--- config.mk ---
export PLATFORM = sky130hd
export DESIGN_NAME = knob_scan_freeze_pickup_unit_flat
export DESIGN_NICKNAME = d
export VERILOG_FILES = /design/src/hw/rtl/ksfp_pkg.sv /design/src/hw/rtl/ksfp_item_if.sv /design/src/hw/rtl/ksfp_result_if.sv /design/src/hw/rtl/knob_scan_freeze_pickup_unit.sv /design/src/flat_wrapper.sv
export SDC_FILE = /design/constraint.sdc
export NUM_CORES = 1
export LEC_CHECK = 0
export ABC_AREA = 1
export BUFFER_PORTS_ARGS = -buffer_cell sky130_fd_sc_hd__buf_2
export CAP_MARGIN = 0
export CORE_ASPECT_RATIO = 0.75
export CORE_MARGIN = 1.5
export CORE_UTILIZATION = 54
export DETAILED_ROUTE_END_ITERATION = 12
export GPL_TIMING_DRIVEN = 0
export PLACE_DENSITY_LB_ADDON = 0.08
export SLEW_MARGIN = 20
export SYNTH_ARGS = -nofsm -noshare
export SYNTH_HDL_FRONTEND = slang
export SYNTH_SLANG_ARGS = --single-unit
export TNS_END_PERCENT = 20
--- constraint.sdc ---
create_clock -name clk -period 5.5 [get_ports clk]
set_input_delay 1.1 -clock clk [delete_from_list [all_inputs] [get_ports clk]]
set_output_delay 1.1 -clock clk [all_outputs]
set_load 0.02 [all_outputs]
--- src/hw/rtl/ksfp_pkg.sv ---
`timescale 1ns / 1ps
// ----------------------------------------------------------------------------
// ksfp_pkg
// Shared types and constants of the knob scanner with freeze and pickup.
// ----------------------------------------------------------------------------
package ksfp_pkg;

    localparam int CHANNELS_DEF = 6;   // default knob count
    localparam int MAX_CH       = 8;   // largest knob count, width of flag vectors
    localparam int MASK_W       = 6;   // knobs reported in the masks
    localparam int KIND_W       = 3;
    localparam int SAMPLE_W     = 10;
    localparam int INDEX_W      = 3;
    localparam int VALUE_W      = 8;

    typedef enum logic [KIND_W-1:0] {
        KIND_SAMPLE        = 3'd0,
        KIND_FREEZE_VALUE  = 3'd1,
        KIND_FREEZE        = 3'd2,
        KIND_FREEZE_ALL    = 3'd3,
        KIND_UNFREEZE      = 3'd4,
        KIND_QUERY         = 3'd5
    } kind_t;

    // one memory entry per knob
    typedef struct packed {
        logic [VALUE_W-1:0] pickup;
        logic [VALUE_W-1:0] knob;
    } knob_entry_t;

endpackage

--- src/hw/rtl/ksfp_item_if.sv ---
`timescale 1ns / 1ps
// ----------------------------------------------------------------------------
// ksfp_item_if
// Request channel: sample or command item with valid/ready handshake.
// ----------------------------------------------------------------------------
interface ksfp_item_if;

    logic                         valid;
    logic                         ready;
    logic [ksfp_pkg::KIND_W-1:0]   kind;
    logic [ksfp_pkg::SAMPLE_W-1:0] adc_sample;
    logic [ksfp_pkg::INDEX_W-1:0]  knob_index;
    logic [ksfp_pkg::VALUE_W-1:0]  freeze_value;

    modport source (output valid, kind, adc_sample, knob_index, freeze_value, input ready);
    modport sink   (input valid, kind, adc_sample, knob_index, freeze_value, output ready);

endinterface

--- src/hw/rtl/ksfp_result_if.sv ---
`timescale 1ns / 1ps
// ----------------------------------------------------------------------------
// ksfp_result_if
// Result channel: per-knob status with valid/ready handshake.
// ----------------------------------------------------------------------------
interface ksfp_result_if;

    logic                        valid;
    logic                        ready;
    logic [ksfp_pkg::INDEX_W-1:0] channel;
    logic [ksfp_pkg::VALUE_W-1:0] knob_value;
    logic                        moved;
    logic                        frozen;
    logic [ksfp_pkg::MASK_W-1:0]  moved_mask;
    logic [ksfp_pkg::MASK_W-1:0]  frozen_mask;

    modport source (output valid, channel, knob_value, moved, frozen, moved_mask,
                    frozen_mask, input ready);
    modport sink   (input valid, channel, knob_value, moved, frozen, moved_mask,
                    frozen_mask, output ready);

endinterface

--- src/hw/rtl/knob_scan_freeze_pickup_unit.sv ---
`timescale 1ns / 1ps
// ----------------------------------------------------------------------------
// knob_scan_freeze_pickup_unit
// Round-robin knob scanner with moved detection, freeze and pickup.
// ----------------------------------------------------------------------------
// Takes one request per clock when not stalled and returns one result per
// request, through the synchronous knob memory read and then the output
// register. Knob and pickup values live in a CHANNELS-deep memory read at
// acceptance and written back as the request leaves the middle stage; a
// one-entry bypass register covers a read that lands on the entry being
// written. Moved and frozen flags, the scan channel and the tolerance are
// plain registers. The output register decouples the sides, so a new
// request is taken while a result waits, as long as the result is taken in
// the same cycle or the middle stage is empty. Memory entries never written
// read as zero via per-entry valid bits cleared at reset.
module knob_scan_freeze_pickup_unit #(
    parameter int CHANNELS = ksfp_pkg::CHANNELS_DEF
) (
    input  logic                         clk,
    input  logic                         rst_n,
    input  logic                         cfg_wr_en,
    input  logic [ksfp_pkg::VALUE_W-1:0] cfg_wr_data,
    ksfp_item_if.sink                    item,
    ksfp_result_if.source                result
);
    import ksfp_pkg::*;

    localparam int CH_W = (CHANNELS > 1) ? $clog2(CHANNELS) : 1;
    localparam logic [MAX_CH-1:0] ALL_MASK = MAX_CH'((1 << CHANNELS) - 1);

    // configuration and control state
    logic [VALUE_W-1:0]  tol_reg;
    logic [CH_W-1:0]     scan_reg;
    logic [MAX_CH-1:0]   frozen_reg, frozen_next;
    logic [MAX_CH-1:0]   moved_reg, moved_next;
    logic [CHANNELS-1:0] entry_valid_reg;

    // knob memory
    knob_entry_t         mem [CHANNELS];
    knob_entry_t         rd_data_reg;
    knob_entry_t         wr_data;
    logic                wr_en;

    // bypass of the last write
    logic                byp_valid_reg;
    logic [CH_W-1:0]     byp_addr_reg;
    knob_entry_t         byp_data_reg;

    // middle stage
    logic                s1_valid_reg;
    kind_t               s1_kind_reg;
    logic [VALUE_W-1:0]  s1_nv_reg;
    logic [INDEX_W-1:0]  s1_idx_reg;
    logic [VALUE_W-1:0]  s1_fval_reg;
    logic [CH_W-1:0]     s1_addr_reg;
    logic                s1_ok_reg;

    // output register
    logic                out_valid_reg;
    logic [INDEX_W-1:0]  out_channel_reg;
    logic [VALUE_W-1:0]  out_knob_reg;
    logic                out_moved_reg;
    logic                out_frozen_reg;
    logic [MASK_W-1:0]   out_moved_mask_reg;
    logic [MASK_W-1:0]   out_frozen_mask_reg;

    logic                accept;
    logic                s1_adv;
    logic                in_is_sample;
    logic                in_ok;
    logic [CH_W-1:0]     rd_addr;

    knob_entry_t         cur;
    logic [VALUE_W-1:0]  diff;
    logic [VALUE_W-1:0]  lo_val;
    logic [VALUE_W-1:0]  hi_val;
    logic [MAX_CH-1:0]   bit_sel;
    logic [INDEX_W-1:0]  res_channel;
    logic [INDEX_W-1:0]  flag_idx;
    logic [VALUE_W-1:0]  res_knob;
    logic                res_ok;

    assign s1_adv       = !out_valid_reg || result.ready;
    assign item.ready   = !s1_valid_reg || s1_adv;
    assign accept       = item.valid && item.ready;
    assign in_is_sample = (item.kind == KIND_SAMPLE);
    assign in_ok        = (32'(item.knob_index) < CHANNELS);
    assign rd_addr      = in_is_sample ? scan_reg
                        : (in_ok ? item.knob_index[CH_W-1:0] : '0);

    always_ff @(posedge clk or negedge rst_n)
    begin
        if (!rst_n)
        begin
            tol_reg <= VALUE_W'(1);
        end
        else if (cfg_wr_en)
        begin
            tol_reg <= cfg_wr_data;
        end
    end

    // memory read port
    always_ff @(posedge clk)
    begin
        if (accept)
        begin
            rd_data_reg <= mem[rd_addr];
        end
    end

    // memory write port
    always_ff @(posedge clk)
    begin
        if (wr_en)
        begin
            mem[s1_addr_reg] <= wr_data;
        end
    end

    // stage 1: merge the read data with the bypass and update the entry
    always_comb
    begin
        if (byp_valid_reg && byp_addr_reg == s1_addr_reg)
        begin
            cur = byp_data_reg;
        end
        else if (entry_valid_reg[s1_addr_reg])
        begin
            cur = rd_data_reg;
        end
        else
        begin
            cur = '0;
        end

        diff        = (cur.knob > s1_nv_reg) ? (cur.knob - s1_nv_reg) : (s1_nv_reg - cur.knob);
        lo_val      = (cur.knob > s1_nv_reg) ? s1_nv_reg : cur.knob;
        hi_val      = (cur.knob > s1_nv_reg) ? cur.knob : s1_nv_reg;
        bit_sel     = MAX_CH'(1) << s1_addr_reg;
        frozen_next = frozen_reg;
        moved_next  = moved_reg;
        wr_en       = 1'b0;
        wr_data     = cur;
        res_ok      = s1_ok_reg;
        res_channel = s1_idx_reg;
        res_knob    = cur.knob;

        case (s1_kind_reg)
            KIND_SAMPLE:
            begin
                wr_en        = 1'b1;
                wr_data.knob = s1_nv_reg;
                res_ok       = 1'b1;
                res_channel  = INDEX_W'(s1_addr_reg);
                res_knob     = s1_nv_reg;
                if (diff > tol_reg)
                begin
                    moved_next  = moved_reg | bit_sel;
                    frozen_next = frozen_reg & ~bit_sel;
                end
                else
                begin
                    moved_next = moved_reg & ~bit_sel;
                end
                // pickup: pickup value crossed or touched
                if (cur.pickup >= lo_val && cur.pickup <= hi_val)
                begin
                    frozen_next = frozen_next & ~bit_sel;
                end
            end
            KIND_FREEZE_VALUE:
            begin
                if (s1_ok_reg)
                begin
                    wr_en          = 1'b1;
                    wr_data.pickup = s1_fval_reg;
                    frozen_next    = frozen_reg | bit_sel;
                end
            end
            KIND_FREEZE:
            begin
                if (s1_ok_reg)
                begin
                    frozen_next = frozen_reg | bit_sel;
                end
            end
            KIND_FREEZE_ALL:
            begin
                frozen_next = ALL_MASK;
            end
            KIND_UNFREEZE:
            begin
                if (s1_ok_reg)
                begin
                    frozen_next = frozen_reg & ~bit_sel;
                end
            end
            default:
            begin
            end
        endcase

        wr_en    = wr_en && s1_valid_reg && s1_adv;
        flag_idx = res_channel;
        if (!res_ok)
        begin
            res_knob = '0;
        end
        frozen_next = frozen_next & ALL_MASK;
        moved_next  = moved_next & ALL_MASK;
    end

    always_ff @(posedge clk or negedge rst_n)
    begin
        if (!rst_n)
        begin
            scan_reg        <= '0;
            frozen_reg      <= ALL_MASK;
            moved_reg       <= '0;
            entry_valid_reg <= '0;
            byp_valid_reg   <= 1'b0;
            s1_valid_reg    <= 1'b0;
            out_valid_reg   <= 1'b0;
        end
        else
        begin
            if (accept && in_is_sample)
            begin
                scan_reg <= (scan_reg == CH_W'(CHANNELS - 1)) ? '0 : scan_reg + CH_W'(1);
            end
            if (accept)
            begin
                s1_valid_reg <= 1'b1;
            end
            else if (s1_adv)
            begin
                s1_valid_reg <= 1'b0;
            end
            if (s1_valid_reg && s1_adv)
            begin
                frozen_reg    <= frozen_next;
                moved_reg     <= moved_next;
                out_valid_reg <= 1'b1;
            end
            else if (result.ready)
            begin
                out_valid_reg <= 1'b0;
            end
            if (wr_en)
            begin
                entry_valid_reg[s1_addr_reg] <= 1'b1;
                byp_valid_reg                <= 1'b1;
            end
        end
    end

    // payload registers
    always_ff @(posedge clk)
    begin
        if (accept)
        begin
            s1_kind_reg <= kind_t'(item.kind);
            s1_nv_reg   <= item.adc_sample[SAMPLE_W-1:SAMPLE_W-VALUE_W];
            s1_idx_reg  <= item.knob_index;
            s1_fval_reg <= item.freeze_value;
            s1_addr_reg <= rd_addr;
            s1_ok_reg   <= in_ok;
        end
        if (wr_en)
        begin
            byp_addr_reg <= s1_addr_reg;
            byp_data_reg <= wr_data;
        end
        if (s1_valid_reg && s1_adv)
        begin
            out_channel_reg     <= res_channel;
            out_knob_reg        <= res_knob;
            out_moved_reg       <= res_ok && moved_next[flag_idx];
            out_frozen_reg      <= res_ok && frozen_next[flag_idx];
            out_moved_mask_reg  <= moved_next[MASK_W-1:0];
            out_frozen_mask_reg <= frozen_next[MASK_W-1:0];
        end
    end

    assign result.valid       = out_valid_reg;
    assign result.channel     = out_channel_reg;
    assign result.knob_value  = out_knob_reg;
    assign result.moved       = out_moved_reg;
    assign result.frozen      = out_frozen_reg;
    assign result.moved_mask  = out_moved_mask_reg;
    assign result.frozen_mask = out_frozen_mask_reg;

endmodule

--- src/flat_wrapper.sv ---
// flat-port wrapper written by rule: the top's interface ports become plain ports
module knob_scan_freeze_pickup_unit_flat import ksfp_pkg::*;
#(
    parameter int CHANNELS = ksfp_pkg::CHANNELS_DEF
)
  (clk, rst_n, cfg_wr_en, cfg_wr_data, item_valid, item_kind, item_adc_sample, item_knob_index, item_freeze_value, item_ready, result_valid, result_channel, result_knob_value, result_moved, result_frozen, result_moved_mask, result_frozen_mask, result_ready);
  ksfp_item_if item_i ();
  ksfp_result_if result_i ();
  input  logic clk;
  input  logic rst_n;
  input  logic cfg_wr_en;
  input  logic [ksfp_pkg::VALUE_W-1:0] cfg_wr_data;
  input wire logic [$bits(item_i.valid)-1:0] item_valid;
  input wire logic [$bits(item_i.kind)-1:0] item_kind;
  input wire logic [$bits(item_i.adc_sample)-1:0] item_adc_sample;
  input wire logic [$bits(item_i.knob_index)-1:0] item_knob_index;
  input wire logic [$bits(item_i.freeze_value)-1:0] item_freeze_value;
  output wire logic [$bits(item_i.ready)-1:0] item_ready;
  output wire logic [$bits(result_i.valid)-1:0] result_valid;
  output wire logic [$bits(result_i.channel)-1:0] result_channel;
  output wire logic [$bits(result_i.knob_value)-1:0] result_knob_value;
  output wire logic [$bits(result_i.moved)-1:0] result_moved;
  output wire logic [$bits(result_i.frozen)-1:0] result_frozen;
  output wire logic [$bits(result_i.moved_mask)-1:0] result_moved_mask;
  output wire logic [$bits(result_i.frozen_mask)-1:0] result_frozen_mask;
  input wire logic [$bits(result_i.ready)-1:0] result_ready;
  assign item_i.valid = item_valid;
  assign item_i.kind = item_kind;
  assign item_i.adc_sample = item_adc_sample;
  assign item_i.knob_index = item_knob_index;
  assign item_i.freeze_value = item_freeze_value;
  assign item_ready = item_i.ready;
  assign result_valid = result_i.valid;
  assign result_channel = result_i.channel;
  assign result_knob_value = result_i.knob_value;
  assign result_moved = result_i.moved;
  assign result_frozen = result_i.frozen;
  assign result_moved_mask = result_i.moved_mask;
  assign result_frozen_mask = result_i.frozen_mask;
  assign result_i.ready = result_ready;
  knob_scan_freeze_pickup_unit #(.CHANNELS(CHANNELS)) u_core (.clk(clk), .rst_n(rst_n), .cfg_wr_en(cfg_wr_en), .cfg_wr_data(cfg_wr_data), .item(item_i), .result(result_i));
endmodule
==> summary.md <==
| Metric | Value |
|---|---|
| Site Rows | `43` |
| Residual overflow from global routing | `0` |
| Worst-Margin Slew | `1.03 ns` |
| Synth Register Bits | `214` |
| RR Endpoint | `u_core.result.moved` |
| Num ports | `64` |
| Die ar. | `19700 µm²` |
| Post-route ant nets | `0` |
| Die X-Extent | `162 µm` |
| Worst-path clk slew | `0.06 ns` |
| CTS H-tree depth | `1` |
| DRT iter0 DRCs | `643` |
| Most frequent cells in the layout | `267 x nand2_1, 182 x edfxtp_1, 92 x inv_1` |
| Initial Utilization | `55.1%` |
| DRC | `0` |
| Die extent in y | `122 µm` |
| Slew headroom | `30.5%` |
| Post-Syn Nets | `1055` |
| Util after Layout | `64.7%` |
| Clock buffer depth | `3` |
| Setup Crit Path Kind | `reg2reg` |
| RSZ-0062 raised after global routing | `yes` |
| Post-synthesis sequential area ratio | `61.7%` |
| IO Port Bufs | `61` |
| CP max stage delay | `0.40 ns` |
| P&R area growth vs syn | `17.3%` |
| Worst setup path endpoint | `u_core.result.moved` |
| FF-to-FF Start | `u_core.s1_addr_reg[0]` |
| Achievable frequency | `0.193 GHz` |
| Status | `finished, final reports clean` |
| Fin. Hold Viols | `0` |
| CP endpoint kind | `register` |
| Distinct cell type count after synthesis | `47` |
| Max Cap Viol | `0` |
| Crit path from | `u_core.s1_addr_reg[0]` |
| Largest net degree at the start of global routing | `35` |
| DR WL/cell | `17.8 µm` |
| CP startpoint kind | `register` |
| Cell Area, Placed | `10900 µm²` |
| R2R Setup Slk | `0.31 ns` |
| # setup viols final | `0` |
| Max-slew violations | `0` |
| Post-DP HPWL | `17300 µm` |
| Most frequent CP cell | `nand2_1` |
| CTS tree | `done` |
| Via count | `7364` |
| Total track usage | `24.8%` |
| Peak VDD IR | `0.316 mV` |
| Antenna Cells | `0` |
| Period utilization | `94.4%` |
| Mapped Area | `10200 µm²` |
| Core area | `18500 µm²` |
| Critical Path Fanout Max | `10` |
| Initial antenna violation count | `0` |
| WL final | `24000 µm` |
| Slowest CP cell | `fa_1` |
| Share of layout cells above drive strength 1 | `18.0%` |
| Fin nets | `1163` |
| CTS root buf | `clkbuf_16` |
| Most common cell after layout, fill and taps aside | `nand2_1` |
| Worst Hold Class | `reg2reg` |
| Largest register FFs | `96` |
| Pwr/cell area | `412 nW/µm²` |
| Cts bufs inserted | `22` |
| Number of synthesized flops with an enable pin | `182` |
| Pre-Repair DR Iteration Count | `5` |
| Fin area | `11900 µm²` |
| Worst skew pair latency | `0.52 ns` |
| Post-Route Skew | `0.0140 ns` |
| Fin crit period | `5.19 ns` |
| First-pass GRT wire length | `37200 µm` |
| Placer congestion estimate | `0.887` |
| Number of global-route vias before repair | `6703` |
| Post-Synthesis Cells | `977` |
| Ys async rst share | `15.0%` |
| Lkg Pwr | `5.02 nW` |
| Ys flop type | `edfxtp_1` |
| R2R cell count | `30` |
| Vias per inst | `5.46` |
| Worst EP arrival | `5.44 ns` |
| YS warnings | `0` |
| CTS sink count | `214` |
| Req. time, crit path | `5.76 ns` |
| Average cell area after synthesis | `10.4 µm²` |
[worst min path at each step]
stage | from | cells past startpoint | slack [ns] | to
floorplan | u_core.s1_addr_reg[2] | 0 | 0.42 | u_core.byp_addr_reg[2]
global placement | u_core.s1_addr_reg[2] | 0 | 0.43 | u_core.byp_addr_reg[2]
detailed placement | u_core.s1_addr_reg[2] | 0 | 0.43 | u_core.byp_addr_reg[2]
CTS | u_core.s1_addr_reg[2] | 0 | 0.45 | u_core.byp_addr_reg[2]
global route | u_core.s1_addr_reg[2] | 0 | 0.47 | u_core.byp_addr_reg[2]
finish | u_core.s1_addr_reg[2] | 0 | 0.45 | u_core.byp_addr_reg[2]
[repair_timing]
item	in CTS	in global routing
hold endpoints to repair	0	0
pin swaps	1	5
endpoints found under the setup margin	2	14
buffers inserted	2	12
gates resized for setup	3	33
hold buffers	0	0
cloned	0	1
[worst max-delay path: cells and delay by family, from the launching register on]
kind / cells / cell delay (ns)
buf+inv: 6 / 0.69
simple gates: 8 / 0.91
compound gates: 12 / 1.85
fa+ha+maj: 3 / 0.94
xor+xnor: 1 / 0.14
flops: 1 / 0.39
[synthesized netlist by cell type (3+ instances only)]
cell | count | area, µm²
nand2_1 | 271 | 1020
edfxtp_1 | 182 | 5470
inv_1 | 93 | 349
a21oi_1 | 73 | 365
nor2_1 | 49 | 184
o21ai_0 | 43 | 215
ha_1 | 39 | 488
nand3_1 | 37 | 185
dfrtp_1 | 25 | 626
o21ai_1 | 23 | 115
clkbuf_1 | 17 | 63.8
a2bb2oi_1 | 13 | 114
a32oi_1 | 13 | 114
buf_2 | 10 | 50.1
inv_2 | 9 | 33.8
o21ai_2 | 8 | 70.1
dfstp_2 | 7 | 184
or2_2 | 7 | 43.8
xor2_1 | 7 | 61.3
nor2_2 | 4 | 25.0
o31ai_1 | 4 | 30.0
nand4_1 | 3 | 18.8
nor3_1 | 3 | 15.0
o211ai_1 | 3 | 22.5
o21a_1 | 3 | 22.5
[logic make-up (layout without fill, tap and decap cells)]
group	count (synthesis)	after routing	share of synthesized area, %
AOI/OAI and AO/OA	195	195	11.7
buffers and inverters	136	260	5.36
DFF	214	214	61.7
xor gates and xnor gates	9	9	0.775
adders and majority gates	41	41	5.19
muxes	2	2	0.209
and+or+nand+nor	380	380	15.1
[metrics by stage]
step / setup WS [ns] / TNS, ns / std cells / total power, mW / hold WS [ns]
global placement: -1.87 / -183.32 / 1285 / 3.25 / 0.429
global route: -0.00864 / -0.00864 / 1348 / 5.17 / 0.465
detailed placement: -0.132 / -0.132 / 1293 / 3.29 / 0.432
finish: 0.311 / 0 / 1348 / 4.92 / 0.447
floorplan: 0.368 / 0 / 977 / 2.92 / 0.421
CTS: 0.0277 / 0 / 1335 / 4.84 / 0.446
[power by group]
part | internal, mW | leakage, nW | total [mW] | switching (mW)
Combinational | 0.461 | 2.58 | 1.32 | 0.864
Clock | 0.928 | 0.373 | 1.55 | 0.618
Sequential | 1.98 | 2.06 | 2.05 | 0.0636
Total | 3.37 | 5.02 | 4.92 | 1.54
[cell type report]
type                    count  area, µm²
well taps                 247        309
inverters                 104        393
clock inverters            10        110
repair buffers             84        546
multi-input cells         627       3490
plain buffers              32        170
fillers                  1495       6510
clock buffers              30        653
flip-flops and latches    214       6270
[layer usage]
metal	track usage (%)	wire, µm	up-vias
met3	5.41	2390	24
met2	33.8	9610	310
li1	-	-	3571
met1	40.2	11700	3459
met5	0	0	-
met4	5.09	305	0
Note: power is estimated with default switching activity, not from simulation.
